`src/scb_pkg.sv`:
```
package scb_pkg;

    localparam int DIV_STEPS = 17;
    localparam int NSTAGE    = 3 + DIV_STEPS + 2;
    localparam int TW        = 20;

    localparam logic signed [TW-1:0] TIME_ONE   = 20'sd32768;
    localparam logic signed [TW-1:0] TIME_FLOOR = -20'sd524288;
    localparam logic signed [TW-1:0] TIME_CEIL  = 20'sd524287;
    localparam logic signed [TW-1:0] OVF_POS    = 20'sd131072;
    localparam logic signed [TW-1:0] OVF_NEG    = -20'sd131073;

    localparam logic signed [1:0] NORM_POS  = 2'sb01;
    localparam logic signed [1:0] NORM_NEG  = 2'sb11;
    localparam logic signed [1:0] NORM_ZERO = 2'sb00;

    localparam int AX_X_ENT = 0;
    localparam int AX_X_EXT = 1;
    localparam int AX_Y_ENT = 2;
    localparam int AX_Y_EXT = 3;

    typedef struct packed {
        logic signed [15:0] mover_x;
        logic signed [15:0] mover_y;
        logic [14:0]        mover_w;
        logic [14:0]        mover_h;
        logic signed [15:0] mover_vx;
        logic signed [15:0] mover_vy;
        logic signed [15:0] block_x;
        logic signed [15:0] block_y;
        logic [14:0]        block_w;
        logic [14:0]        block_h;
        logic [15:0]        frame_time;
    } box_pair_t;

    typedef struct packed {
        logic [30:0] rem;
        logic [30:0] den;
        logic [16:0] quo;
        logic        neg;
        logic        ovf;
        logic        still;
        logic        dneg;
    } div_t;

    typedef struct packed {
        logic               hit;
        logic [15:0]        contact_time;
        logic signed [1:0]  normal_x;
        logic signed [1:0]  normal_y;
    } res_t;

endpackage

```
`src/scb_divider.sv`:
```
module scb_divider (
    input  logic                            aclk,
    input  logic [scb_pkg::DIV_STEPS-1:0]   en,
    input  scb_pkg::div_t                   div_in,
    output scb_pkg::div_t                   div_out
);

    scb_pkg::div_t st_reg [scb_pkg::DIV_STEPS];
    scb_pkg::div_t st_next [scb_pkg::DIV_STEPS];

    function automatic scb_pkg::div_t div_step(scb_pkg::div_t d);
        scb_pkg::div_t r;
        logic [31:0]   r2;
        logic [31:0]   diff;
        logic          take;
        r    = d;
        r2   = {d.rem, 1'b0};
        diff = r2 - {1'b0, d.den};
        take = (r2 >= {1'b0, d.den});
        r.rem = take ? diff[30:0] : r2[30:0];
        r.quo = {d.quo[15:0], take};
        return r;
    endfunction

    always_comb begin
        st_next[0] = div_step(div_in);
        for (int i = 1; i < scb_pkg::DIV_STEPS; i++) begin
            st_next[i] = div_step(st_reg[i-1]);
        end
    end

    always_ff @(posedge aclk) begin
        for (int i = 0; i < scb_pkg::DIV_STEPS; i++) begin
            if (en[i]) begin
                st_reg[i] <= st_next[i];
            end
        end
    end

    assign div_out = st_reg[scb_pkg::DIV_STEPS-1];

endmodule

```
`config.mk`:
```
export PLATFORM = sky130hd
export DESIGN_NAME = scb_divider
export DESIGN_NICKNAME = d
export VERILOG_FILES = /design/src/scb_pkg.sv /design/src/scb_divider.sv
export SDC_FILE = /design/constraint.sdc
export NUM_CORES = 2
export LEC_CHECK = 0
export ABC_AREA = 0
export BUFFER_PORTS_ARGS = -buffer_cell sky130_fd_sc_hd__buf_2
export CORE_ASPECT_RATIO = 0.5
export CORE_UTILIZATION = 45
export CTS_CLUSTER_SIZE = 12
export DETAILED_ROUTE_END_ITERATION = 10
export PLACE_DENSITY_LB_ADDON = 0.08
export SLEW_MARGIN = 30
export SYNTH_ARGS = -nofsm -noshare
export SYNTH_HDL_FRONTEND = slang
export SYNTH_SLANG_ARGS = --single-unit
export TNS_END_PERCENT = 5
```
`constraint.sdc`:
```
create_clock -name aclk -period 5.01 [get_ports aclk]
set_input_delay 1.002 -clock aclk [delete_from_list [all_inputs] [get_ports aclk]]
set_output_delay 1.002 -clock aclk [all_outputs]
set_load 0.02 [all_outputs]
```
### Word-level counts from Yosys, hierarchy flattened

Memories as Yosys holds them, arrays and structs flattened.
Cells that the tools add are included.

| operators by class | value |
|---|---|
| multiplexer cells | 51 |
| order comparisons | 17 |
| add/subtract/negate cells | 17 |

Operators with widths:

| cell | number |
|---|---|
| $ge 32x31->1 | 17 |
| $mux 31 | 17 |
| $sub 31x31->31 | 17 |
| $mux 1 | 34 |

| word-level totals | value |
|---|---|
| word-level logic and storage cells | 86 |
| output and inout bits | 83 |
| flip-flop bits (word level) | 0 |
| memories kept | 1 |
| memory bits (writable) | 1411 |
| input bits | 101 |

Memories:

| memory | words | width | rd ports | clocked after memory_dff | wr ports | RTL line | RTL |
|---|---|---|---|---|---|---|---|
| st_reg | 17 | 83 | 17 | 0 | 17 | scb_divider.sv:8 | `scb_pkg::div_t st_reg [scb_pkg::DIV_STEPS];` |

### Longest topological paths before layout

| depth | value |
|---|---|
| depth after elaboration | 2 |
| depth in mapped cells | 15 |
| depth with buffers taken out | 13 |

### Least setup slack after synthesis

Ideal clock, no wire load.

| timing path | value |
|---|---|
| kind | input -> register |
| start point | in div_in[26] (netlist bit) |
| end point | mem st_reg[0][82] (netlist bit) (data pin) |
| slack | 1.397 ns |
| path buffers | 0 |
| arrival | 3.353 ns |
| setup time | 0.260 ns |
| required time | 4.750 ns |
| stages on the path | 12 |
| cell sequence | inv_1 ha_1 or4_1 o21ai_2 o31ai_2 a31oi_4 o21ai_2 a211o_1 a21o_1 a21oi_2 xnor2_1 mux2_2 |

RTL lines:

| item | RTL line | RTL |
|---|---|---|
| start, declared | scb_divider.sv:4 | `input scb_pkg::div_t div_in,` |
| end, declared | scb_divider.sv:8 |  |

==> run summary <==
The run finished with clean final reports. On the final layout, the worst hold slack is 0.401 ns. For the number of core rows, the log shows 103. The width of the die was 569 um. The number of standard cells after synthesis was 6492. The net switching share of the total power works out to 0.374. The tools report the first-pass detailed-route iteration total as 6. The element type at the critical path end is a flip-flop.

For this block, the initial DRC count from the detailed router was 2213. The CTS clock-pin slew for the worst setup and hold paths came out at 0.06 ns. The tools report the overall routing resource usage as 0.181. The internal power was 31.5 mW. For the final number of hold-violating endpoints, the log shows 0. The cell area that synthesis handed to floorplanning was 72300 um2. Subtracting the final worst setup slack from the clock period gives 4.10 ns. The critical path goes through inv_1 > fa_1 > a21o_1 > a31oi_1 > o211ai_1 > a31oi_1 > nor2b_1 > o31ai_1 > a21o_1 > a22o_1 > buf_4 > mux2_2.

Summed over all cells, the static leakage comes to 32.5 nW. In this run the critical register-to-register path is launched from st_reg[0][270]. Buffers inserted during clock tree synthesis total 140.

For the number of remaining DRC errors, the log shows 0. At the worst endpoint, the required time is 5.51 ns. The path class of the tightest hold or removal check is flip-flop to flip-flop. The slowest cell on the critical path is sky130_fd_sc_hd__o31ai_1. The clock sink total is 1275, and the share of the clock period used by the worst path is 0.818. Yosys attributes the largest share of cell area to sky130_fd_sc_hd__edfxtp_1 53%, sky130_fd_sc_hd__ha_1 9.1%, sky130_fd_sc_hd__a21oi_1 3.8%.

The wire length of the first global-routing pass was 242000 um. CTS placed an instance of sky130_fd_sc_hd__clkbuf_16 at the clock tree root. After synthesis, the netlist uses 94 different library cells. Dividing the detail-routed wire length by the instance count gives 16.8 um.

The fraction of final layout cells with drive strength greater than 1 is 0.0867. For the portion of the post-synthesis area used by sequential elements, the log shows 0.530. The final-report max-slew violation count was 0; the post-cts gate resize count was 0. The worst setup path is of the flip-flop to flip-flop kind. The tool flagged a number of max-cap violations equal to 0. The number of placed instances, taps included, is 8639.

For the switching power of the nets, the log shows 18.8 mW. The part of the total power dissipated in combinational logic is 0.465. The H-tree was split into 4 levels. The run gives 0.456 as the effective utilization at floorplan. Post-CTS timing repair inserted 0 buffers for setup. The fraction of registers with async set or reset after synthesis came out at 0.

The number of enable flip-flop cells after synthesis works out to 1275. The synthesized design contains 1275 register bits. The number of nets in the synthesized netlist is 7137. STA classifies the critical path startpoint as a flip-flop. The total overflow reported by the global router was 0. For the number of top-level pins, the log shows 184. The die is 285 um tall.

Worst-case register-to-register setup slack: 0.91 ns. Data arrival time of the worst path: 4.60 ns. Summed over all nets, the half-perimeter wirelength after detailed placement is 115000 um.

In this run the worst path has a maximum fanout of 41. Setup repair after global routing left no endpoint under its margin. The final layout contains 7274 nets. The initial antenna violation count was 0. Main flop type after synthesis: sky130_fd_sc_hd__edfxtp_1. The run gives 0.854 ns as the setup slack at placement. Fraction of post-synthesis cell area in the top cell type by area: 0.530. The flip-flop count of the largest register after layout came out at 1275. TritonCTS built the clock tree. The power consumption was 50.3 mW; the path depth of the worst reg2reg path was 12. The run gives 159000 um2 as the total core area. On the critical path the largest part of the delay comes from compound AO/OA/AOI/OAI gates. The count of buffers from port buffering was 166; the total negative setup slack was 0 ns.

The full die area was 162000 um2. The number of filler cells placed in the layout came out at 13700. On the final layout, the worst clock skew is 0.0432 ns. The logs give 0 for the hold buffer count at CTS and 0 for the antenna diode count.

The final route contains 47400 vias. The tools report the end of the worst register-to-register path as st_reg[0][385]. The sequential cells in the finished layout cover a total of 38300 um2. The total routed wirelength is 148000 um, and the portion of total power attributed to sequential cells is 0.346. The sink of the worst hold path is st_reg[0][338]. The average footprint of a synthesized cell came out at 11.1 um2. The worst-case IR drop observed on VDD is 0.000274 V. The worst-margin pin slew is 0.962 ns. Relative to the synthesized area, the layout overhead comes to 9.59%.

Of all cell types, the one taking the most synthesized area is sky130_fd_sc_hd__edfxtp_1. The final weighted congestion in routability-driven placement is 0.976. Stage delay of the slowest cell on the critical path: 0.73 ns. The number of buffers and inverters on the critical path is 2. The final critical-path setup slack was 0.909 ns; the number of standard cells in the final layout excluding fillers was 8841. Derived from the worst setup path, the maximum achievable clock frequency is 244 MHz. Entering global routing, the biggest net connects 73 pins.

The Yosys step of the flow raised 0 warnings. For the number of endpoints failing setup at the final stage, the log shows 0. No sink is reached through more buffers than the 4 on the longest clock path.

For the worst-skew pair, the clock arrives at the later sink with an insertion delay of 0.76 ns. The remaining max-slew budget at the tightest pin is 0.353, and the worst hold path cell count is 0. Dividing the detail-routed via count by the number of cells gives 5.36. Power spread over the standard cell area amounts to 635 nW/um2. Via count of the first global-routing pass: 48600. The multi-input gate area in the final layout came out at 30400 um2. Launch instance of the worst min-delay path: st_reg[0][254]. The run gives 0.190 as the clock group share of total power. Remaining number of nets flagged by the antenna check after routing: 0.
[worst max-delay path by stage]
stage,slack (ns),from,endpoint,depth (start not counted)
after global placement,0.86,div_in[46],st_reg[0][79],14
after global routing,0.76,st_reg[0][353],st_reg[0][496],12
after detailed placement,0.85,div_in[21],st_reg[0][81],11
after floorplan,1.40,div_in[26],st_reg[0][82],12
after CTS,0.97,st_reg[0][1132],st_reg[0][1215],10
final,0.91,st_reg[0][270],st_reg[0][385],12
[logic make-up (layout without fill, tap and decap cells)]
| logic type | after synthesis | count (layout) | share of synthesized area |
|---|---|---|---|
| DFF | 1275 | 1275 | 0.530 |
| adders and majority gates | 544 | 544 | 0.0959 |
| xor gates and xnor gates | 449 | 449 | 0.0544 |
| AOI/OAI and AO/OA | 1866 | 1866 | 0.163 |
| and+or+nand+nor | 1362 | 1362 | 0.0868 |
| buffers and inverters | 870 | 1067 | 0.0507 |
| muxes | 126 | 126 | 0.0198 |
[layout by cell type, fill, tap and decap left out, drive strengths merged, types with 11 or more instances in the layout]
master / instances
edfxtp: 1275
inv: 645
a21oi: 555
ha: 527
o21ai: 498
nand2: 483
nor2: 367
a21o: 300
xnor2: 262
buf: 224
xor2: 187
clkbuf: 169
mux2: 125
nand3: 92
nand4: 82
o21a: 70
nor3: 68
o21bai: 67
nor2b: 66
nand2b: 66
a31oi: 58
o31ai: 48
a211oi: 47
and3: 46
o211ai: 30
a211o: 25
and2: 20
clkinv: 20
a21boi: 18
fa: 17
o31a: 15
a41oi: 15
a2111oi: 15
or2: 13
and4: 12
or3: 11
a221oi: 11
[routing by layer]
metal  share of wire  GRT usage
met5               0          0
met4           0.040     0.0753
met3           0.034     0.0259
met2            0.49      0.326
met1            0.44      0.216
[cell type report]
cell class              instances  area share
flip-flops and latches       1275       0.483
multi-input cells            4347       0.384
clock buffers                 169      0.0461
well taps                    2152      0.0340
inverters                     641      0.0304
repair buffers                224      0.0173
clock inverters                33     0.00502
[stage by stage]
stage                util  cell area (um2)
floorplan               -            72300
finish              0.499            79200
global route        0.499            79200
detailed placement  0.474            75200
global placement    0.474            75200
CTS                 0.499            79200
[power groups by stage]
stage	registers, mW	logic (mW)	clock network, mW
detailed placement	17.6	23.2	0
floorplan	17.0	18.3	0
finish	17.4	23.4	9.54
global route	17.7	26.0	10.3
global placement	17.6	22.6	0
CTS	17.4	23.3	9.90
[synthesized netlist by cell type, types with 12 or more instances]
| cell type | instances |
|---|---|
| sky130_fd_sc_hd__nor2b_1 | 66 |
| sky130_fd_sc_hd__fa_1 | 17 |
| sky130_fd_sc_hd__mux2_2 | 121 |
| sky130_fd_sc_hd__nand2_1 | 483 |
| sky130_fd_sc_hd__and2_1 | 20 |
| sky130_fd_sc_hd__nand2b_1 | 66 |
| sky130_fd_sc_hd__o21bai_1 | 67 |
| sky130_fd_sc_hd__inv_1 | 640 |
| sky130_fd_sc_hd__o211ai_1 | 30 |
| sky130_fd_sc_hd__nand3_1 | 92 |
| sky130_fd_sc_hd__buf_4 | 86 |
| sky130_fd_sc_hd__a41oi_1 | 14 |
| sky130_fd_sc_hd__a21o_1 | 300 |
| sky130_fd_sc_hd__and3_1 | 46 |
| sky130_fd_sc_hd__nor3_1 | 68 |
| sky130_fd_sc_hd__ha_1 | 527 |
| sky130_fd_sc_hd__o31a_1 | 15 |
| sky130_fd_sc_hd__buf_2 | 37 |
| sky130_fd_sc_hd__and4_1 | 12 |
| sky130_fd_sc_hd__edfxtp_1 | 1275 |
| sky130_fd_sc_hd__nor2_1 | 367 |
| sky130_fd_sc_hd__o21a_1 | 70 |
| sky130_fd_sc_hd__xnor2_1 | 262 |
| sky130_fd_sc_hd__clkbuf_1 | 96 |
| sky130_fd_sc_hd__nand4_1 | 82 |
| sky130_fd_sc_hd__a21oi_1 | 550 |
| sky130_fd_sc_hd__a211oi_1 | 45 |
| sky130_fd_sc_hd__a31oi_1 | 56 |
| sky130_fd_sc_hd__o21ai_1 | 13 |
| sky130_fd_sc_hd__xor2_1 | 187 |
| sky130_fd_sc_hd__a211o_1 | 25 |
| sky130_fd_sc_hd__or2_2 | 13 |
| sky130_fd_sc_hd__o31ai_1 | 41 |
| sky130_fd_sc_hd__a21boi_0 | 14 |
| sky130_fd_sc_hd__o21ai_0 | 479 |
No activity file was read; power rests on OpenSTA's default activity.
