<file path="src/scb_pkg.sv">
package scb_pkg;

    localparam int DIV_STEPS = 17;
    localparam int NSTAGE    = 3 + DIV_STEPS + 2;
    localparam int TW        = 20;

    localparam logic signed [TW-1:0] TIME_ONE   = 20'sd32768;
    localparam logic signed [TW-1:0] TIME_FLOOR = -20'sd524288;
    localparam logic signed [TW-1:0] TIME_CEIL  = 20'sd524287;
    localparam logic signed [TW-1:0] OVF_POS    = 20'sd131072;
    localparam logic signed [TW-1:0] OVF_NEG    = -20'sd131073;

    localparam logic signed [1:0] NORM_POS  = 2'sb01;
    localparam logic signed [1:0] NORM_NEG  = 2'sb11;
    localparam logic signed [1:0] NORM_ZERO = 2'sb00;

    localparam int AX_X_ENT = 0;
    localparam int AX_X_EXT = 1;
    localparam int AX_Y_ENT = 2;
    localparam int AX_Y_EXT = 3;

    typedef struct packed {
        logic signed [15:0] mover_x;
        logic signed [15:0] mover_y;
        logic [14:0]        mover_w;
        logic [14:0]        mover_h;
        logic signed [15:0] mover_vx;
        logic signed [15:0] mover_vy;
        logic signed [15:0] block_x;
        logic signed [15:0] block_y;
        logic [14:0]        block_w;
        logic [14:0]        block_h;
        logic [15:0]        frame_time;
    } box_pair_t;

    typedef struct packed {
        logic [30:0] rem;
        logic [30:0] den;
        logic [16:0] quo;
        logic        neg;
        logic        ovf;
        logic        still;
        logic        dneg;
    } div_t;

    typedef struct packed {
        logic               hit;
        logic [15:0]        contact_time;
        logic signed [1:0]  normal_x;
        logic signed [1:0]  normal_y;
    } res_t;

endpackage

</file>
<file path="src/scb_front.sv">
module scb_front (
    input  logic                   aclk,
    input  logic [2:0]             en,
    input  scb_pkg::box_pair_t     pair,
    output scb_pkg::div_t [3:0]    div_out
);

    scb_pkg::box_pair_t in_reg;

    logic signed [17:0] dist_reg [4];
    logic signed [17:0] dist_next [4];
    logic signed [31:0] disp_x_reg, disp_y_reg;
    logic signed [31:0] disp_x_next, disp_y_next;
    scb_pkg::div_t [3:0] div_reg, div_next;

    always_ff @(posedge aclk) begin
        if (en[0]) begin
            in_reg <= pair;
        end
    end

    always_comb begin
        logic signed [17:0] mx, my, mw, mh, bx, by, bw, bh;
        logic signed [17:0] x_right, x_left, y_down, y_up;
        logic signed [16:0] fts;
        logic signed [32:0] px, py;
        logic               vx_pos, vy_pos;
        mx = 18'(in_reg.mover_x);
        my = 18'(in_reg.mover_y);
        mw = signed'({3'b000, in_reg.mover_w});
        mh = signed'({3'b000, in_reg.mover_h});
        bx = 18'(in_reg.block_x);
        by = 18'(in_reg.block_y);
        bw = signed'({3'b000, in_reg.block_w});
        bh = signed'({3'b000, in_reg.block_h});
        x_right = (bx + bw) - mx;
        x_left  = bx - (mx + mw);
        y_down  = (by + bh) - my;
        y_up    = by - (my + mh);
        vx_pos  = !in_reg.mover_vx[15] && (in_reg.mover_vx != 16'sd0);
        vy_pos  = !in_reg.mover_vy[15] && (in_reg.mover_vy != 16'sd0);
        dist_next[scb_pkg::AX_X_ENT] = vx_pos ? x_left : x_right;
        dist_next[scb_pkg::AX_X_EXT] = vx_pos ? x_right : x_left;
        dist_next[scb_pkg::AX_Y_ENT] = vy_pos ? y_up : y_down;
        dist_next[scb_pkg::AX_Y_EXT] = vy_pos ? y_down : y_up;
        fts = signed'({1'b0, in_reg.frame_time});
        px  = 33'(in_reg.mover_vx) * 33'(fts);
        py  = 33'(in_reg.mover_vy) * 33'(fts);
        disp_x_next = px[31:0];
        disp_y_next = py[31:0];
    end

    always_ff @(posedge aclk) begin
        if (en[1]) begin
            dist_reg   <= dist_next;
            disp_x_reg <= disp_x_next;
            disp_y_reg <= disp_y_next;
        end
    end

    always_comb begin
        logic signed [31:0] disp;
        logic [31:0]        dabs;
        logic [17:0]        nabs;
        logic [30:0]        start;
        for (int i = 0; i < 4; i++) begin
            disp  = (i < 2) ? disp_x_reg : disp_y_reg;
            dabs  = disp[31] ? 32'(-disp) : 32'(disp);
            nabs  = dist_reg[i][17] ? 18'(-dist_reg[i]) : 18'(dist_reg[i]);
            start = {nabs[16:0], 14'b0};
            div_next[i].dneg  = dist_reg[i][17];
            div_next[i].neg   = dist_reg[i][17] ^ disp[31];
            div_next[i].still = (disp == 32'sd0);
            div_next[i].den   = dabs[30:0];
            div_next[i].ovf   = (disp != 32'sd0) && (start >= dabs[30:0]);
            div_next[i].rem   = div_next[i].ovf ? 31'd0 : start;
            div_next[i].quo   = '0;
        end
    end

    always_ff @(posedge aclk) begin
        if (en[2]) begin
            div_reg <= div_next;
        end
    end

    assign div_out = div_reg;

endmodule

</file>
<file path="config.mk">
export PLATFORM = sky130hd
export DESIGN_NAME = scb_front
export DESIGN_NICKNAME = d
export VERILOG_FILES = /design/src/scb_pkg.sv /design/src/scb_front.sv
export SDC_FILE = /design/constraint.sdc
export NUM_CORES = 2
export LEC_CHECK = 0
export ABC_AREA = 1
export BUFFER_PORTS_ARGS = -buffer_cell sky130_fd_sc_hd__buf_2
export CAP_MARGIN = 20
export CORE_ASPECT_RATIO = 1.75
export CORE_UTILIZATION = 40
export DETAILED_ROUTE_END_ITERATION = 8
export HOLD_SLACK_MARGIN = 0.03
export SETUP_SLACK_MARGIN = 0.4
export SYNTH_ARGS = -nofsm -noshare
export SYNTH_HDL_FRONTEND = slang
export SYNTH_SLANG_ARGS = --single-unit
</file>
<file path="constraint.sdc">
create_clock -name aclk -period 6.56 [get_ports aclk]
set_clock_uncertainty 0.15 [all_clocks]
set_input_delay 0.328 -clock aclk [delete_from_list [all_inputs] [get_ports aclk]]
set_output_delay 0.328 -clock aclk [all_outputs]
set_load 0.05 [all_outputs]
</file>
# Word level (Yosys, flattened, before mapping)

Index checks and enable logic that the tools add are counted.

Add/sub/neg operators: 14
$mul: 2
Order comparisons: 4
Mux-type cells: 10
Bitwise operators: 4
Reductions and logical operators: 14

Operators by type and width:

| operator            | number |
|---|---|
| $ge A31 B31 Y1      | 4 |
| $mux W18            | 4 |
| $add A16 B16 Y17    | 4 |
| $mux W17            | 4 |
| $neg A17 Y17        | 4 |
| $logic_not A32 Y1   | 2 |
| $mul A16 B17 Y32    | 2 |
| $reduce_bool A32 Y1 | 2 |
| $mux W31            | 2 |
| $neg A31 Y31        | 2 |
| $sub A16 B17 Y18    | 2 |
| $sub A17 B16 Y18    | 2 |
| $reduce_bool A16 Y1 | 2 |
| $logic_and A1 B1 Y1 | 6 |
| $xor A1 B1 Y1       | 4 |
| $logic_not A1 Y1    | 2 |

Flip-flop bits (word level): 508
Output and inout port bits: 332

# Longest topological paths before layout

Depth after elaboration: 4
Gate-level depth with buffers: 29
Gate-level depth less buffers: 27

# Worst setup path after synthesis

OpenSTA, ideal clock, no wires.

Path type: register -> register
From: reg in_reg[93] (netlist name)
To: reg disp_y_reg[29] (data pin)
Setup time: 0.258 ns
Arrival time: 5.526 ns
Setup slack: 0.626 ns
Stages on the path, launching flop included: 23
Buffers on the path: 2
Clock period less this slack: 5.934 ns
Path through: edfxtp_1 -> clkbuf_1 -> inv_1 -> clkbuf_1 -> nor2_1 -> fa_1 -> fa_1 -> fa_1 -> fa_1 -> fa_1 -> inv_1 -> fa_1 -> inv_1 -> ha_1 -> a21oi_1 -> o21ai_0 -> a21oi_1 -> nand3_1 -> a21o_1 -> nand2_1 -> inv_1 -> o21ai_0 -> nand2_1

Longest elaborated chain between the ends: 1

Ends and longest elaborated chain:

| what                     | RTL line        | RTL |
|---|---|---|
| start: declaration       | scb_front.sv:8  | `scb_pkg::box_pair_t in_reg;` |
| start signal: assignment | scb_front.sv:18 | `in_reg <= pair;` |
| $mul A16 B17 Y32         | scb_front.sv:48 | `py = 33'(in_reg.mover_vy) * 33'(fts);` |
| net disp_y_next[29]      | scb_front.sv:13 | `logic signed [31:0] disp_x_next, disp_y_next;` |
| end signal: assignment   | scb_front.sv:57 | `disp_y_reg <= disp_y_next;` |
| end: declaration         | scb_front.sv:12 | `logic signed [31:0] disp_x_reg, disp_y_reg;` |

The timed path passes the listed nets, and every way through them passes these cells.
A chain may end at the register's enable or synchronous reset.

# Worst setup path in the final report

From: reg in_reg[7] (netlist name)
To: reg disp_x_reg[26] (data pin)

Longest elaborated chain between the ends: 1

Ends and longest elaborated chain:

| what                   | RTL line        | RTL |
|---|---|---|
| $mul A16 B17 Y32       | scb_front.sv:47 | `px = 33'(in_reg.mover_vx) * 33'(fts);` |
| net disp_x_next[26]    | scb_front.sv:13 |  |
| end signal: assignment | scb_front.sv:56 | `disp_x_reg <= disp_x_next;` |
| end: declaration       | scb_front.sv:12 |  |

The timed path passes the listed nets, and every way through them passes these cells.

==> PnR_summary.wiki <==
{| class="wikitable"
! Metric !! Value
|-
| Routed via count divided by cell count || 4.81
|-
| Critical setup path kind || reg -> reg
|-
| Max-slew violation count || 0
|-
| Kind of end point of the critical path || register
|-
| Maximum capacitance violations || 0
|-
| Total Negative Setup Slacks || 0 ps
|-
| Average cell area after synthesis || 8.80 µm²
|-
| Syn Std Cell Area || 45500 µm²
|-
| Antenna violation net count after detailed routing || 0
|-
| Maximum fanout count along the critical path || 6
|-
| Result of the run || complete, no violations
|-
| Number of remaining DRC errors || 0
|-
| Worst max-slew margin expressed relative to the limit || 24.2%
|-
| Setup violation total in the final timing report || 0
|-
| Die X || 257 µm
|-
| Most frequent cells in the layout || inv_1, nand2_1, edfxtp_1
|-
| Number of clock sinks || 452
|-
| Synthesized instance count || 5167
|-
| Number of enable-type register cells in the synthesized netlist || 452
|-
| Clock latency of the later-clocked register in the worst-skew pair || 660 ps
|-
| Post-detailed-route wirelength per cell || 18.3 µm
|-
| Clock tree from TritonCTS || built
|-
| Core Util, Final || 46.9%
|-
| Maximum number of pins on one net before global-route repair || 74
|-
| Antenna violations before repair || 1
|-
| Root Buffer Master || clkbuf_16
|-
| Met1 demand-to-capacity share in global routing || 21.1%
|-
| Final instance area || 53000 µm²
|-
| Overall Global Routing Usage || 23.1%
|-
| CTS H-Tree Depth || 2
|-
| Gpl congestion || 0.980
|-
| Class of the tightest hold or removal check || in -> reg
|-
| # IOs || 508
|-
| Most congested layer reported by global routing || met2
|-
| Fraction of layout cells with a size suffix above 1 || 14.0%
|-
| Highest achievable clock rate || 0.168 GHz
|-
| Total CTS buffers || 48
|-
| Number of nets in the final layout || 6750
|-
| Die area || 115000 µm²
|-
| Drt first-iter violations || 1621
|-
| Number of warnings printed during yosys synthesis || 0
|-
| Total of fill cells in the finished design || 10800
|-
| Effective utilization at floorplan || 40.3%
|-
| WHS Path Cells || 1
|-
| Met2 track demand over resource in global routing || 47.3%
|-
| First-pass detailed-route iteration total || 6
|-
| Most common cell after layout, fill and taps aside || inv_1
|-
| Unrepaired setup endpoints after global routing || yes
|-
| Worst hold endpoint || in_reg[97]
|-
| Startpoint of the most critical register-to-register path || in_reg[7]
|-
| Actual transition at the worst max-transition pin || 1140 ps
|-
| Share of the cycle needed by the critical path after routing || 90.9%
|-
| Std-Cell Rows || 163
|-
| Worst min-delay path startpoint || en[0]
|-
| IO Port Bufs || 383
|-
| Worst R2R Path Depth || 26
|-
| Max reg flops || 172
|-
| Half-perimeter wire length after detailed placement || 109 mm
|-
| Clock input transition at the sequential cells of the worst setup and hold paths || 70 ps
|-
| Yosys reg bits || 452
|-
| Global-route wire length before repair || 201 mm
|-
| Via count || 35000
|-
| Final critical delay including setup and external delays || 5960 ps
|-
| Data required time of the critical path || 6790 ps
|-
| Arr. time, crit path || 6190 ps
|-
| Met3 Use GR || 2.01%
|-
| Most used DFF post-synth || edfxtp_1
|-
| Unique cell type count in the Yosys netlist || 56
|-
| Post-detailed-placement cell area || 48700 µm²
|-
| Height of the die || 448 µm
|-
| Total routed wirelength || 133 mm
|-
| Type of element launching the critical path || register
|-
| Max Root-Sink Buffers || 3
|-
| Share of synthesized registers carrying an async set or reset || 0%
|-
| Hold violation total from the final report || 0
|-
| Register area share after synthesis || 29.9%
|-
| Via count of the first global-routing pass || 36600
|-
| Core region area || 113000 µm²
|-
| Register-to-register setup slack || 600 ps
|-
| FF-to-FF End || disp_x_reg[26]
|-
| Syn-to-layout area delta || 16.5%
|-
| Overall overflow remaining after global route || 0
|}
worst max-delay path, cell delays in order (launching register included):
cell and delay [ps]:
edfxtp_1 440, buf_6 160, clkbuf_16 150, nand2_1 60
inv_1 50, fa_1 520, inv_1 50, fa_1 470
inv_1 50, fa_1 510, inv_1 60, fa_1 530
inv_1 50, fa_1 470, inv_1 50, fa_2 510
inv_1 60, ha_4 240, a21o_1 180, a21oi_1 120
nand2_1 70, a31oi_1 170, buf_4 190, o21bai_2 80
nand2_1 90, nand2_1 70, xor2_1 150
synth_stat cells (34+ instances only):
| library cell | instances | share of area [%] |
|---|---|---|
| a21oi_1 | 197 | 2.2 |
| clkbuf_1 | 129 | 1.1 |
| nor3_1 | 34 | 0.37 |
| edfxtp_1 | 452 | 30 |
| nand3_1 | 167 | 1.8 |
| xor2_1 | 137 | 2.6 |
| nand2_1 | 1001 | 8.3 |
| a21oi_2 | 36 | 0.69 |
| buf_4 | 189 | 3.1 |
| nor2_1 | 219 | 1.8 |
| xnor2_1 | 51 | 0.98 |
| inv_1 | 1290 | 11 |
| o21ai_0 | 152 | 1.7 |
| nand4_1 | 53 | 0.73 |
| fa_1 | 448 | 20 |
| ha_1 | 386 | 11 |
final cells by class:
cell class                 instances  area [µm²]  share of cell area [%]
multi-input combinational       3209       25800                    48.7
tap                             1485        1860                    3.51
inverter                        1294        4860                    9.17
clock buffer                      57        1230                    2.33
antenna                            2        5.00                 0.00945
sequential                       452       13600                    25.6
clock inverter                    31         359                   0.678
timing repair buffer             735        5290                    9.99
how the worst max path moves through the flow:
stage               start        endpoint  depth (start not counted)
3_3_place_gp    in_reg[9]  disp_x_reg[29]                         21
4_1_cts        in_reg[81]  disp_y_reg[30]                         19
6_report        in_reg[7]  disp_x_reg[26]                         26
2_1_floorplan  in_reg[93]  disp_y_reg[29]                         22
5_1_grt         in_reg[7]  disp_x_reg[29]                         29
3_5_place_dp    in_reg[9]  disp_y_reg[30]                         18
per-layer routing:
layer / share of wire [%] / wire, µm / vias to the layer above
li1: - / - / 16800
met1: 33 / 43300 / 16800
met2: 57 / 75800 / 1030
met3: 3.0 / 4020 / 369
met4: 7.3 / 9770 / 0
met5: 0 / 0 / -
through the flow:
stage               std cells  setup WS, ps  hold WS (ps)
finish                   7265           599          52.8
global route             7264           369          57.3
CTS                      7225           393          35.3
detailed placement       6941           163           319
global placement         6941           267           328
floorplan                5290           626           276
cells by family (layout without fill, tap and decap cells):
kind of cell    after synthesis  in the layout  synth area share [%]
compound gates              466            466                  5.86
fa+ha+maj                   834            834                  30.4
buf+inv                    1629           2117                  15.2
simple gates               1597           1597                  15.1
other cells                   1            126               0.00825
flops                       452            452                  29.9
xor+xnor                    188            188                  3.62
repair_timing:
item / in CTS / in global routing
resized for setup: 5 / 87
setup endpoints to repair: 12 / 20
pin swaps: 0 / 19
setup buffers: 22 / 37
hold buffers: 174 / 0
hold endpoints to repair: 262 / 0
gates cloned: 0 / 1
Power is not shown: default switching activity piles up to over one toggle a cycle in this logic, so the estimate is an artifact.
