**config.mk**
```make
export PLATFORM = sky130hd
export DESIGN_NAME = scb_resolve
export DESIGN_NICKNAME = d
export VERILOG_FILES = /design/src/scb_pkg.sv /design/src/scb_resolve.sv
export SDC_FILE = /design/constraint.sdc
export NUM_CORES = 1
export LEC_CHECK = 0
export BUFFER_PORTS_ARGS = -buffer_cell sky130_fd_sc_hd__buf_4
export CAP_MARGIN = 20
export CORE_UTILIZATION = 45
export CTS_CLUSTER_DIAMETER = 80
export CTS_CLUSTER_SIZE = 16
export DETAILED_ROUTE_END_ITERATION = 8
export PLACE_DENSITY = 0.83
export SETUP_SLACK_MARGIN = 0.02
export SLEW_MARGIN = 20
export SYNTH_ARGS = -nofsm -noshare
export SYNTH_HDL_FRONTEND = slang
export SYNTH_SLANG_ARGS = --single-unit
export TNS_END_PERCENT = 100
```
**constraint.sdc**
```tcl
create_clock -name aclk -period 9.85 [get_ports aclk]
set_input_delay 1.97 -clock aclk [delete_from_list [all_inputs] [get_ports aclk]]
set_output_delay 1.97 -clock aclk [all_outputs]
set_load 0.005 [all_outputs]
```
**src/scb_pkg.sv**
```systemverilog
package scb_pkg;

    localparam int DIV_STEPS = 17;
    localparam int NSTAGE    = 3 + DIV_STEPS + 2;
    localparam int TW        = 20;

    localparam logic signed [TW-1:0] TIME_ONE   = 20'sd32768;
    localparam logic signed [TW-1:0] TIME_FLOOR = -20'sd524288;
    localparam logic signed [TW-1:0] TIME_CEIL  = 20'sd524287;
    localparam logic signed [TW-1:0] OVF_POS    = 20'sd131072;
    localparam logic signed [TW-1:0] OVF_NEG    = -20'sd131073;

    localparam logic signed [1:0] NORM_POS  = 2'sb01;
    localparam logic signed [1:0] NORM_NEG  = 2'sb11;
    localparam logic signed [1:0] NORM_ZERO = 2'sb00;

    localparam int AX_X_ENT = 0;
    localparam int AX_X_EXT = 1;
    localparam int AX_Y_ENT = 2;
    localparam int AX_Y_EXT = 3;

    typedef struct packed {
        logic signed [15:0] mover_x;
        logic signed [15:0] mover_y;
        logic [14:0]        mover_w;
        logic [14:0]        mover_h;
        logic signed [15:0] mover_vx;
        logic signed [15:0] mover_vy;
        logic signed [15:0] block_x;
        logic signed [15:0] block_y;
        logic [14:0]        block_w;
        logic [14:0]        block_h;
        logic [15:0]        frame_time;
    } box_pair_t;

    typedef struct packed {
        logic [30:0] rem;
        logic [30:0] den;
        logic [16:0] quo;
        logic        neg;
        logic        ovf;
        logic        still;
        logic        dneg;
    } div_t;

    typedef struct packed {
        logic               hit;
        logic [15:0]        contact_time;
        logic signed [1:0]  normal_x;
        logic signed [1:0]  normal_y;
    } res_t;

endpackage

```
**src/scb_resolve.sv**
```systemverilog
module scb_resolve (
    input  logic                  aclk,
    input  logic [1:0]            en,
    input  scb_pkg::div_t [3:0]   div_in,
    output scb_pkg::res_t         res
);

    logic signed [scb_pkg::TW-1:0] t_reg [4];
    logic signed [scb_pkg::TW-1:0] t_next [4];
    logic xneg_reg, yneg_reg;
    scb_pkg::res_t res_reg, res_next;

    function automatic logic signed [scb_pkg::TW-1:0] time_of(scb_pkg::div_t d,
                                                             logic is_exit);
        logic [scb_pkg::TW-1:0] mag;
        logic signed [scb_pkg::TW-1:0] t;
        mag = {3'b000, d.quo} + {19'd0, (d.neg && d.rem != 31'd0)};
        if (d.still) begin
            t = is_exit ? scb_pkg::TIME_CEIL : scb_pkg::TIME_FLOOR;
        end else if (d.ovf) begin
            t = d.neg ? scb_pkg::OVF_NEG : scb_pkg::OVF_POS;
        end else begin
            t = d.neg ? -signed'(mag) : signed'(mag);
        end
        return t;
    endfunction

    always_comb begin
        for (int i = 0; i < 4; i++) begin
            t_next[i] = time_of(div_in[i], (i == scb_pkg::AX_X_EXT) ||
                                           (i == scb_pkg::AX_Y_EXT));
        end
    end

    always_ff @(posedge aclk) begin
        if (en[0]) begin
            t_reg    <= t_next;
            xneg_reg <= div_in[scb_pkg::AX_X_ENT].dneg;
            yneg_reg <= div_in[scb_pkg::AX_Y_ENT].dneg;
        end
    end

    always_comb begin
        logic signed [scb_pkg::TW-1:0] tx_ent, tx_ext, ty_ent, ty_ext, t_ent, t_ext;
        logic x_wins, miss;
        tx_ent = t_reg[scb_pkg::AX_X_ENT];
        tx_ext = t_reg[scb_pkg::AX_X_EXT];
        ty_ent = t_reg[scb_pkg::AX_Y_ENT];
        ty_ext = t_reg[scb_pkg::AX_Y_EXT];
        x_wins = tx_ent > ty_ent;
        t_ent  = x_wins ? tx_ent : ty_ent;
        t_ext  = (tx_ext < ty_ext) ? tx_ext : ty_ext;
        miss   = (t_ent > t_ext) || (tx_ent[scb_pkg::TW-1] && ty_ent[scb_pkg::TW-1]) ||
                 (tx_ent > scb_pkg::TIME_ONE) || (ty_ent > scb_pkg::TIME_ONE);
        res_next.hit = !miss;
        if (miss) begin
            res_next.contact_time = 16'(scb_pkg::TIME_ONE);
            res_next.normal_x     = scb_pkg::NORM_ZERO;
            res_next.normal_y     = scb_pkg::NORM_ZERO;
        end else begin
            res_next.contact_time = t_ent[15:0];
            res_next.normal_x     = !x_wins ? scb_pkg::NORM_ZERO :
                                    (xneg_reg ? scb_pkg::NORM_POS : scb_pkg::NORM_NEG);
            res_next.normal_y     = x_wins ? scb_pkg::NORM_ZERO :
                                    (yneg_reg ? scb_pkg::NORM_POS : scb_pkg::NORM_NEG);
        end
    end

    always_ff @(posedge aclk) begin
        if (en[1]) begin
            res_reg <= res_next;
        end
    end

    assign res = res_reg;

endmodule

```
* Word level (Yosys, flattened, before mapping) *
Cells that the tools add are included.

storage, ports and cells
  bits of input ports = 335
  output and inout bits = 21
  flip-flop bits (word level) = 103

operators by class
  magnitude comparators = 5
  bitwise logic cells = 1
  $add $sub $neg = 8
  reductions and logical operators = 15
  muxes and demuxes = 16

operators with widths
  kind                                                                                count
  20-bit two-way mux                                                                  14
  31-bit nonzero test                                                                 4
  18-bit negation with 20-bit output                                                  4
  17-bit by 1-bit adder with 18-bit output                                            4
  20-bit by 17-bit greater-than comparator with 1-bit output (second input constant)  2
  20-bit greater-than comparator                                                      2
  20-bit < comparator                                                                 1
  1-bit logical AND                                                                   5
  2-bit two-way mux                                                                   2
  2-bit OR reduction                                                                  2
  1-bit logical OR                                                                    3
  1-bit zero test                                                                     1
  1-bit inverter                                                                      1

* Longest topological paths before layout *
Gate-level depths: netlist of the first run.

  word-level depth = 7
  gate-level depth with buffers = 21

* Least setup slack after synthesis of the first run *
OpenSTA, ideal clock, no wires.

  path kind = input -> register
  start point = in div_in[252] (netlist bit)
  end point = reg t_reg[12] (netlist bit), data pin
  arrival = 5.214 ns
  data required time = 9.595 ns
  slack = 4.381 ns
  stages on the path = 15
  setup time = 0.255 ns
  cell sequence = clkbuf_1 -> buf_1 -> o21a_1 -> ha_1 -> ha_1 -> inv_1 -> ha_1 -> inv_1 -> nor3_1 -> a31oi_2 -> or3_4 -> or3_1 -> buf_2 -> or4_1 -> a31o_1

on the way
  longest elaborated chain between the ends = 5

RTL lines
  item                                      line               RTL
  start, declared                           scb_resolve.sv:4   input scb_pkg::div_t [3:0] div_in,
  1-bit logical AND                         scb_resolve.sv:17  mag = {3'b000, d.quo} + {19'd0, (d.neg && d.rem != 31'd0)};
  17-bit by 1-bit adder with 18-bit output  scb_resolve.sv:17
  18-bit negation with 20-bit output        scb_resolve.sv:23  t = d.neg ? -signed'(mag) : signed'(mag);
  20-bit two-way mux                        scb_resolve.sv:23
  20-bit two-way mux *                      scb_resolve.sv:20  end else if (d.ovf) begin
  end signal, assigned                      scb_resolve.sv:37  t_reg <= t_next;
  end, declared                             scb_resolve.sv:8   logic signed [scb_pkg::TW-1:0] t_reg [4];

Mark *: on every way between the ends. The rest lies on a longest branch, timed or not.
A chain may end at the register's enable or synchronous reset.

* Worst setup path after layout of the first run *
  start point = reg t_reg[16] (netlist bit)
  end point = reg res_reg (netlist bit res[19]), data pin

on the way
  longest elaborated chain between the ends = 6

RTL lines
  item                              line               RTL
  20-bit < comparator               scb_resolve.sv:52  t_ext = (tx_ext < ty_ext) ? tx_ext : ty_ext;
  20-bit two-way mux *              scb_resolve.sv:52
  20-bit greater-than comparator *  scb_resolve.sv:53  miss = (t_ent > t_ext) || (tx_ent[scb_pkg::TW-1] && ty_ent[scb_pkg::TW-1]) ||
  1-bit logical OR * (2 in a row)   scb_resolve.sv:53
  1-bit logical OR *                scb_resolve.sv:54  (tx_ent > scb_pkg::TIME_ONE) || (ty_ent > scb_pkg::TIME_ONE);
  end signal, assigned              scb_resolve.sv:71  res_reg <= res_next;
  end, declared                     scb_resolve.sv:11  scb_pkg::res_t res_reg, res_next;

Marks and branches as above.

==> results by group, run 1 <==
Outcome
  – Status: finished, final reports clean

Detailed routing
  – Routed WL per cell: 16.0 um
  – Initial DRC count: 1,076
  – Drt pass-1 iters: 8
  – Final wirelength: 27,400 um
  – Via density: 5.97
  – Via count: 10,300
  – Residual DRC: 0
  – DRT antenna net count: 0

Global routing
  – Initial antenna violation count: 0
  – Global route total overflow: 0
  – Number of global-route vias before repair: 9,241
  – Total GRT Usage: 22.4%
  – First-pass GRT wire length: 43,800 um
  – Largest net degree at the start of global routing: 83

Clock tree
  – Postcts setup bufs: 0
  – Clock slew at reported path FFs: 0.07 ns
  – CTS hold repair buffers: 0
  – TritonCTS clock tree: yes
  – Worst-Skew Late Latency: 0.36 ns
  – Post-CTS resize count: 0
  – Root Driver: clkbuf_16
  – Bufs on Longest Clock Path: 2
  – H-tree Lvls: 3
  – Clock buffer count from CTS: 9
  – CTS sink cnt: 103

STA
  – Final Hold Viols: 0
  – Period minus WS final: 6.18 ns
  – RSZ-0062 raised after global routing: false
  – Setup TNS: 0 ns
  – Slew HR: 32.7%
  – Tightest Pin Transition: 1.01 ns
  – Fmax: 162 MHz
  – Final slew viol count: 0
  – Setup-failing EPs final: 0
  – Fin crit share: 62.7%
  – Final Skew: 0.00858 ns

Synthesis
  – Register bit total from synthesis: 103
  – Cells after Synth: 1,250
  – Share of the synthesized area in the top cell type: 29.6%
  – Post-synthesis sequential area ratio: 29.6%
  – Mapped Area: 0.0105 mm^2
  – Primary FF master, synth: edfxtp_1
  – Post-synth top area cell: edfxtp_1
  – Avg Synthesized Cell Area: 8.36 um^2
  – Async SR Flop Fraction: 0%
  – Cells taking the most area after synthesis: edfxtp_1, ha_1, a21oi_1
  – Mapped Nets: 1,657
  – Ys Warns: 0
  – Count of unique library cells instantiated by Yosys: 80
  – EDFF count, synth: 103

Setup path
  – CP required: 9.96 ns
  – Kind of critical path: reg -> reg
  – CP max stage delay: 0.66 ns
  – WP data arrival: 6.29 ns
  – CP Launch Type: flop
  – Crit-path cells: inv_1 -> ha_1 -> a21o_1 -> a21o_1 -> a31oi_1 -> nor2b_1 -> nand2_1 -> o21bai_1 -> buf_4 -> mux2i_1 -> ha_1 -> and4_1 -> a21oi_1 -> o21ai_0 -> or4b_2 -> o21ai_0 -> or3b_2 -> or2_2
  – Critical Path Slowest Stage Cell: or3b_2
  – Crit. End Element: flop
  – Crit path buf inv count: 2
  – CP max FO: 21
  – Crit-path leading delay family: simple AND/OR/NAND/NOR gates
  – Crit. path cell count: 18
  – R2R depth: 18

Die
  – I/O pins: 356
  – Site Rows: 55
  – Initial core utilization: 46.0%
  – Die Ht: 154 um
  – Area of the core: 0.0227 mm^2
  – Die area: 0.0238 mm^2
  – Die width: 154 um

Cells and area
  – Filler cells: 2,026
  – Area of the multi-input gates: 0.00681 mm^2
  – Register area: 0.00309 mm^2
  – Diodes inserted: 0
  – Final core occ: 55.3%
  – Number of flip-flops in the largest register: 80
  – Area grow syn2layout: 20.1%
  – Ratio of cells with drive above 1 in the final layout: 20.6%
  – Commonest non-fill, non-tap cell in the layout: buf_4
  – Final #Nets: 1,834
  – Leading cell types in the layout, fill and taps excluded: buf_4, edfxtp_1, nand2_1

Placed design
  – Final Wtd Congestion: 0.962
  – Final HPWL DP: 21,900 um
  – Port buffer count: 229

Power
  – Peak supply drop: 93.4 uV
  – Leak: 5.05 nW
  – Pwr Density: 109 mW/mm^2
  – Total power: 1.37 mW

Hold path
  – Worst Hold Depth: 1
  – Hold Crit Class: reg -> reg

Run
  – Max Cap Viol: 0
-- routing by layer --
metal  GRT usage, %  share of wire [%]  vias up
li1               -                  -     5116
met1           30.1                 44     4735
met2           37.5                 47      384
met3           3.61                7.3       22
met4           5.52                1.2        0
met5              0                  0        -
-- report_power, final --
group	total (mW)	switching, mW	leakage [nW]	internal, mW
Clock	0.330	0.158	0.132	0.172
Sequential	0.560	0.0310	1.02	0.529
Combinational	0.476	0.256	3.90	0.220
-- cell type report --
| cell class | instances | area share [%] |
|---|---|---|
| Clock buffer | 9 | 1.79 |
| Clock inverter | 7 | 0.369 |
| Timing Repair Buffer | 232 | 13.9 |
| Tap cell | 285 | 2.84 |
| Multi-Input combinational cell | 1008 | 54.3 |
| Sequential cell | 103 | 24.6 |
| Inverter | 73 | 2.18 |
-- through the flow --
stage	hold slack (ns)	instances	cell area [um^2]	setup WS (ns)
after floorplan	0.512	1250	10500	4.38
after global placement	0.517	1701	12300	3.89
after global routing	0.578	1717	12500	3.35
final	0.544	1717	12500	3.67
after CTS	0.550	1717	12500	3.73
after detailed placement	0.541	1701	12300	3.73
-- cell families (layout without fill, tap and decap cells) --
| kind of cell | count (synthesis) | count (layout) | share of synthesized area (%) |
|---|---|---|---|
| fa+ha+maj | 72 | 72 | 8.62 |
| xor+xnor | 73 | 73 | 6.12 |
| flops | 103 | 103 | 29.6 |
| buf+inv | 139 | 321 | 5.29 |
| mux | 43 | 43 | 4.35 |
| compound gates | 317 | 317 | 20.0 |
| simple gates | 503 | 503 | 26.1 |
-- final timing paths --
path              startpoint       to  slack (ns)
setup / recovery   t_reg[16]  res[19]        3.67
hold / removal      xneg_reg   res[3]        0.54
setup reg to reg   t_reg[16]  res[19]        3.67
hold reg to reg     xneg_reg   res[3]        0.54
-- worst reg2reg max path: cells and delay by family (launching register included) --
kind                     cells  cell delay [ns]
multiplexers                 1             0.26
AO/OA/AOI/OAI                7             1.52
flip-flops                   1             0.44
buffers and inverters        2             0.36
AND/OR/NAND/NOR              6             2.77
adder cells (fa/ha/maj)      2             0.59
-- Yosys cell counts, drive strengths merged (40+ instances only) --
cell / count
nor2: 85
nand3: 49
nand2: 87
inv: 71
edfxtp: 103
nand4: 40
nor4: 52
o21ai: 66
a21oi: 85
nor3: 48
clkbuf: 44
ha: 72
xnor2: 43
Power figures use the tool's default switching activity.
==> run 2: changes to the inputs <==
==> constraint.sdc (replaced) <==
create_clock -name aclk -period 5.7 [get_ports aclk]
set_input_delay 1.14 -clock aclk [delete_from_list [all_inputs] [get_ports aclk]]
set_output_delay 1.14 -clock aclk [all_outputs]
set_load 0.005 [all_outputs]
==> run 2 against run 1 <==
Effect of this change:
- critical path depth decreased by 3
- utilization increased by 0.13 points
- flip-flop and latch count stayed put
- clock-buffer cell count increased by 1
- wire length is 0.48% higher
- critical endpoint unchanged
- global-route usage shrank 0.097 points
==> results by group, run 2 (same netlist as run 1, synthesis figures left out) <==
Outcome
  – Status: finished, final reports clean

STA
  – Tightest Pin Transition: 0.990 ns
  – Fmax: 192 MHz
  – Slew HR: 34.0%
  – RSZ-0062 raised after global routing: false
  – Period minus WS final: 5.21 ns
  – Setup-failing EPs final: 0
  – Hold_ws: 0.526 ns
  – Final slew viol count: 0
  – Final Skew: 0.00725 ns
  – Final Hold Viols: 0
  – Fin crit share: 91.5%
  – Setup TNS: 0 ns

Power
  – Peak supply drop: 164 uV
  – Leak: 5.07 nW
  – Pwr Density: 187 mW/mm^2

Detailed routing
  – Via count: 10,300
  – Initial DRC count: 1,018
  – Final wirelength: 27,500 um
  – Via density: 5.96
  – Drt pass-1 iters: 7
  – Routed WL per cell: 16.0 um
  – Residual DRC: 0
  – DRT antenna net count: 0

Hold path
  – Hold EP: res[1]
  – Worst Hold Depth: 1
  – Hold Crit Class: reg -> reg
  – Worst Min Path Start: yneg_reg

Placed design
  – Final Wtd Congestion: 0.897
  – Cell Area, Placed: 0.0123 mm^2
  – Port buffer count: 229
  – Final HPWL DP: 22,100 um

Setup path
  – Worst reg2reg setup slack: 0.49 ns
  – CP max FO: 10
  – R2R depth: 15
  – Kind of critical path: reg -> reg
  – CP required: 5.79 ns
  – Worst R2R Start: t_reg[79]
  – Crit. End Element: flop
  – CP Launch Type: flop
  – Reg-to-reg endpoint: res[19]
  – WP data arrival: 5.31 ns

Clock tree
  – TritonCTS clock tree: yes
  – Clock buffer count from CTS: 9
  – CTS hold repair buffers: 0
  – Post-CTS resize count: 0
  – CTS sink cnt: 103
  – Postcts setup bufs: 0
  – Root Driver: clkbuf_16
  – Clock slew at reported path FFs: 0.06 ns
  – H-tree Lvls: 3
  – Bufs on Longest Clock Path: 2
  – Worst-Skew Late Latency: 0.35 ns

Global routing
  – Number of global-route vias before repair: 9,102
  – First-pass GRT wire length: 43,800 um
  – Largest net degree at the start of global routing: 83
  – Total GRT Usage: 22.3%
  – Global route total overflow: 0
  – Initial antenna violation count: 0

Run
  – Max Cap Viol: 0

Cells and area
  – Filler cells: 2,025
  – Number of flip-flops in the largest register: 80
  – Area of the multi-input gates: 0.00681 mm^2
  – Fin area: 0.0126 mm^2
  – Leading cell types in the layout, fill and taps excluded: buf_4, edfxtp_1, nand2_1
  – Ratio of cells with drive above 1 in the final layout: 20.8%
  – Commonest non-fill, non-tap cell in the layout: buf_4
  – Diodes inserted: 0
  – Register area: 0.00309 mm^2
  – Final #Nets: 1,839
  – Area grow syn2layout: 20.3%
  – Final core occ: 55.4%

Die
  – Die area: 0.0238 mm^2
  – Die Ht: 154 um
  – Initial core utilization: 46.0%
  – Area of the core: 0.0227 mm^2
  – Die width: 154 um
  – I/O pins: 356
  – Site Rows: 55
-- run 2: cell count changes in the layout (fill, tap and decap cells not counted) --
cell	change
clkbuf_1	+1
inv_6	-2
clkinv_4	+1
clkinv_2	+1
buf_4	+5
clkinvlp_4	-1
-- run 2: per-stage QoR --
| stage | total power, mW | worst slack (ns) | instances |
|---|---|---|---|
| 6_report | 2.35 | 0.486 | 1722 |
| 4_1_cts | 2.35 | 0.501 | 1722 |
| 3_5_place_dp | 1.81 | 0.525 | 1706 |
| 5_1_grt | 2.49 | 0.163 | 1722 |
| 3_3_place_gp | 1.77 | 0.571 | 1706 |
| 2_1_floorplan | 1.48 | 0.377 | 1250 |
-- run 2: report_power, final --
part	total, mW	internal [mW]	switching [mW]
Clock	0.544	0.293	0.251
Sequential	0.971	0.914	0.0568
Combinational	0.832	0.388	0.443
-- run 2: worst max path at each step --
stage               from  endpoint  slack, ns
4_1_cts        t_reg[79]   res[19]       0.50
2_1_floorplan  t_reg[56]   res[19]       0.38
6_report       t_reg[79]   res[19]       0.49
5_1_grt        t_reg[39]    res[3]       0.16
3_5_place_dp   t_reg[79]   res[19]       0.52
3_3_place_gp   t_reg[79]   res[19]       0.57
-- run 2: metal layers --
layer / GRT usage, % / wire length, um / vias up
met1: 30.5 / 12500 / 4752
met5: 0 / 0 / -
li1: - / - / 5131
met2: 36.7 / 12700 / 353
met4: 5.14 / 329 / 0
met3: 3.75 / 1930 / 24
-- run 2: worst max-delay path, cell delays in order, from the launching register on --
cell and delay, ns:
edfxtp_1 0.45, ha_1 0.37, nand4_1 0.17, or4_1 0.58, a21oi_1 0.21, nor4_1 0.08
nor3b_2 0.38, buf_4 0.25, mux2_2 0.39, ha_1 0.32, a21oi_1 0.15, o21ai_0 0.08
or4b_2 0.60, o21ai_0 0.14, or3b_2 0.50, or2_2 0.30
-- run 2: final cells by class --
class                           count  area share (%)
Clock buffer                       10            1.82
Sequential cell                   103            24.6
Timing Repair Buffer              237            14.1
Multi-Input combinational cell   1008            54.2
Inverter                           73            2.18
Tap cell                          285            2.83
Clock inverter                      6           0.279
==> run 3: changes to the inputs <==
==> constraint.sdc (replaced) <==
create_clock -name aclk -period 5.7 [get_ports aclk]
set_input_delay 0.57 -clock aclk [delete_from_list [all_inputs] [get_ports aclk]]
set_output_delay 0.57 -clock aclk [all_outputs]
set_load 0.005 [all_outputs]
==> run 3 against run 2 <==
Effect of this change:
- global-route usage up 0.73 points
- maximum frequency about the same
- die area unchanged
- sequential power about the same
- clock power up 11%
- clock-buffer cell count down 1
- design area up 0.19%
- clock skew down 0.0022 ns
- total power up 2.5%
- wire length up 1.7%
==> results by group, run 3 (same netlist as run 1, synthesis figures left out) <==
Clock tree
  – Clock slew at reported path FFs: 0.07 ns
  – TritonCTS clock tree: yes
  – H-tree Lvls: 3
  – Post-CTS resize count: 0
  – Root Driver: clkbuf_16
  – Postcts setup bufs: 0
  – CTS sink cnt: 103
  – Clock buffer count from CTS: 9
  – CTS hold repair buffers: 0
  – Bufs on Longest Clock Path: 2
  – Worst-Skew Late Latency: 0.35 ns

Power
  – Leak: 5.08 nW
  – Peak supply drop: 164 uV
  – Combinational share of power: 34.6%
  – P_int: 1.64 mW
  – Pwr Density: 191 mW/mm^2
  – Seq pwr share: 40.3%
  – Share of total power in the clock network: 25.0%
  – Switching share of power: 31.8%
  – Switching power: 0.766 mW

STA
  – Setup TNS: 0 ns
  – Period minus WS final: 5.21 ns
  – Fmax: 192 MHz
  – Final slew viol count: 0
  – Setup-failing EPs final: 0
  – Final worst slack: 0.488 ns
  – Final Hold Viols: 0
  – Fin crit share: 91.4%
  – RSZ-0062 raised after global routing: false
  – Final Skew: 0.00503 ns
  – Tightest Pin Transition: 0.985 ns
  – Slew HR: 34.3%

Global routing
  – Initial antenna violation count: 0
  – GRT Max-Usage Layer: met2
  – Met2 Use GR: 38.3%
  – Global route total overflow: 0
  – GR met3 Demand/Resource: 4.09%
  – Largest net degree at the start of global routing: 83
  – First-pass GRT wire length: 45,200 um
  – GR Util met1: 31.0%
  – Number of global-route vias before repair: 9,366
  – Total GRT Usage: 23.0%

Cells and area
  – Commonest non-fill, non-tap cell in the layout: buf_4
  – Final std cells w/o fill: 1,721
  – Ratio of cells with drive above 1 in the final layout: 20.8%
  – Leading cell types in the layout, fill and taps excluded: buf_4, edfxtp_1, nand2_1
  – Diodes inserted: 0
  – Number of flip-flops in the largest register: 80
  – Area grow syn2layout: 20.6%
  – Final #Nets: 1,838

Die
  – Area of the core: 0.0227 mm^2
  – Initial core utilization: 46.0%
  – Die Ht: 154 um
  – Die area: 0.0238 mm^2
  – Die width: 154 um
  – I/O pins: 356
  – Site Rows: 55

Hold path
  – Hold Crit Class: in -> reg
  – Worst Hold Depth: 1
  – Worst Min Path Start: div_in[0]
  – Hold EP: xneg_reg

Setup path
  – R2R depth: 18
  – CP max FO: 15
  – WP data arrival: 5.31 ns
  – CP max stage delay: 0.62 ns
  – Worst reg2reg setup slack: 0.49 ns
  – Crit-path cells: inv_1 -> ha_1 -> nand3_1 -> or3_1 -> a2111oi_0 -> a41oi_1 -> a31oi_1 -> buf_4 -> nor3_1 -> a311o_1 -> ha_1 -> and4_1 -> a21oi_1 -> o21ai_0 -> or4b_2 -> o21ai_0 -> or3b_2 -> or2_2
  – Crit. End Element: flop
  – Kind of critical path: reg -> reg
  – CP required: 5.80 ns
  – Critical Path Slowest Stage Cell: or4b_2
  – Worst R2R Start: t_reg[14]
  – CP Launch Type: flop
  – Reg-to-reg endpoint: res[19]

Detailed routing
  – Residual DRC: 0
  – DRT antenna net count: 0
  – Via density: 6.03
  – Final wirelength: 28,000 um
  – Drt pass-1 iters: 5
  – Routed WL per cell: 16.3 um
  – Via count: 10,400
  – Initial DRC count: 838

Run
  – Max Cap Viol: 0

Placed design
  – Final Wtd Congestion: 0.888
  – Pre-CTS WS: 0.548 ns
  – Port buffer count: 229
  – Placed cells: 1,705
  – Final HPWL DP: 22,400 um

Outcome
  – Status: finished, final reports clean
[run 3: changes by cell type in the layout (fill, tap and decap cells not counted)]
cell        previous run  this run
buf_4                237       236
bufinv_16              0         1
clkinv_4               1         0
inv_6                  1         2
clkbuf_1               1         0
clkinvlp_4             0         2
clkinv_2               2         0
[run 3: layer usage]
layer | share of wire [%] | wire (um)
met5 | 0 | 0
met3 | 6.9 | 1940
met4 | 1.4 | 389
met1 | 45 | 12600
met2 | 47 | 13100
[run 3: power by group through the flow]
stage	registers (mW)	logic [mW]	clock network (mW)
floorplan	0.958	0.522	0
detailed placement	0.984	0.821	0
global route	0.975	0.931	0.639
global placement	0.982	0.789	0
finish	0.970	0.834	0.603
CTS	0.968	0.827	0.613
[run 3: final cells by class]
cell class	instances	area, um^2
clock buffer	9	225
clock inverter	7	70.1
fill	2027	10100
inverter	73	274
multi-input combinational	1008	6810
sequential	103	3090
tap	285	357
timing repair buffer	236	1770
[run 3: worst max-delay path: cells and delay by family (launching register included)]
kind	cells	cell delay, ns
fa+ha+maj	2	0.61
flops	1	0.41
compound gates	7	1.44
buf+inv	2	0.31
simple gates	7	2.16
[run 3: worst max path at each step]
stage	to	from	slack, ns
after global routing	res[3]	t_reg[39]	0.27
after global placement	res[19]	t_reg[79]	0.65
after detailed placement	res[19]	t_reg[54]	0.55
after CTS	res[9]	t_reg[54]	0.53
final	res[19]	t_reg[14]	0.49
after floorplan	res[19]	t_reg[56]	0.38
[run 3: stage by stage]
stage	cell area (um^2)	hold slack (ns)	util (%)	total power [mW]
final	12600	0.403	55.5	2.41
after global routing	12600	0.395	55.5	2.54
after CTS	12600	0.397	55.5	2.41
after floorplan	10500	0.512	-	1.48
after detailed placement	12300	0.525	54.2	1.81
after global placement	12300	0.517	54.2	1.77
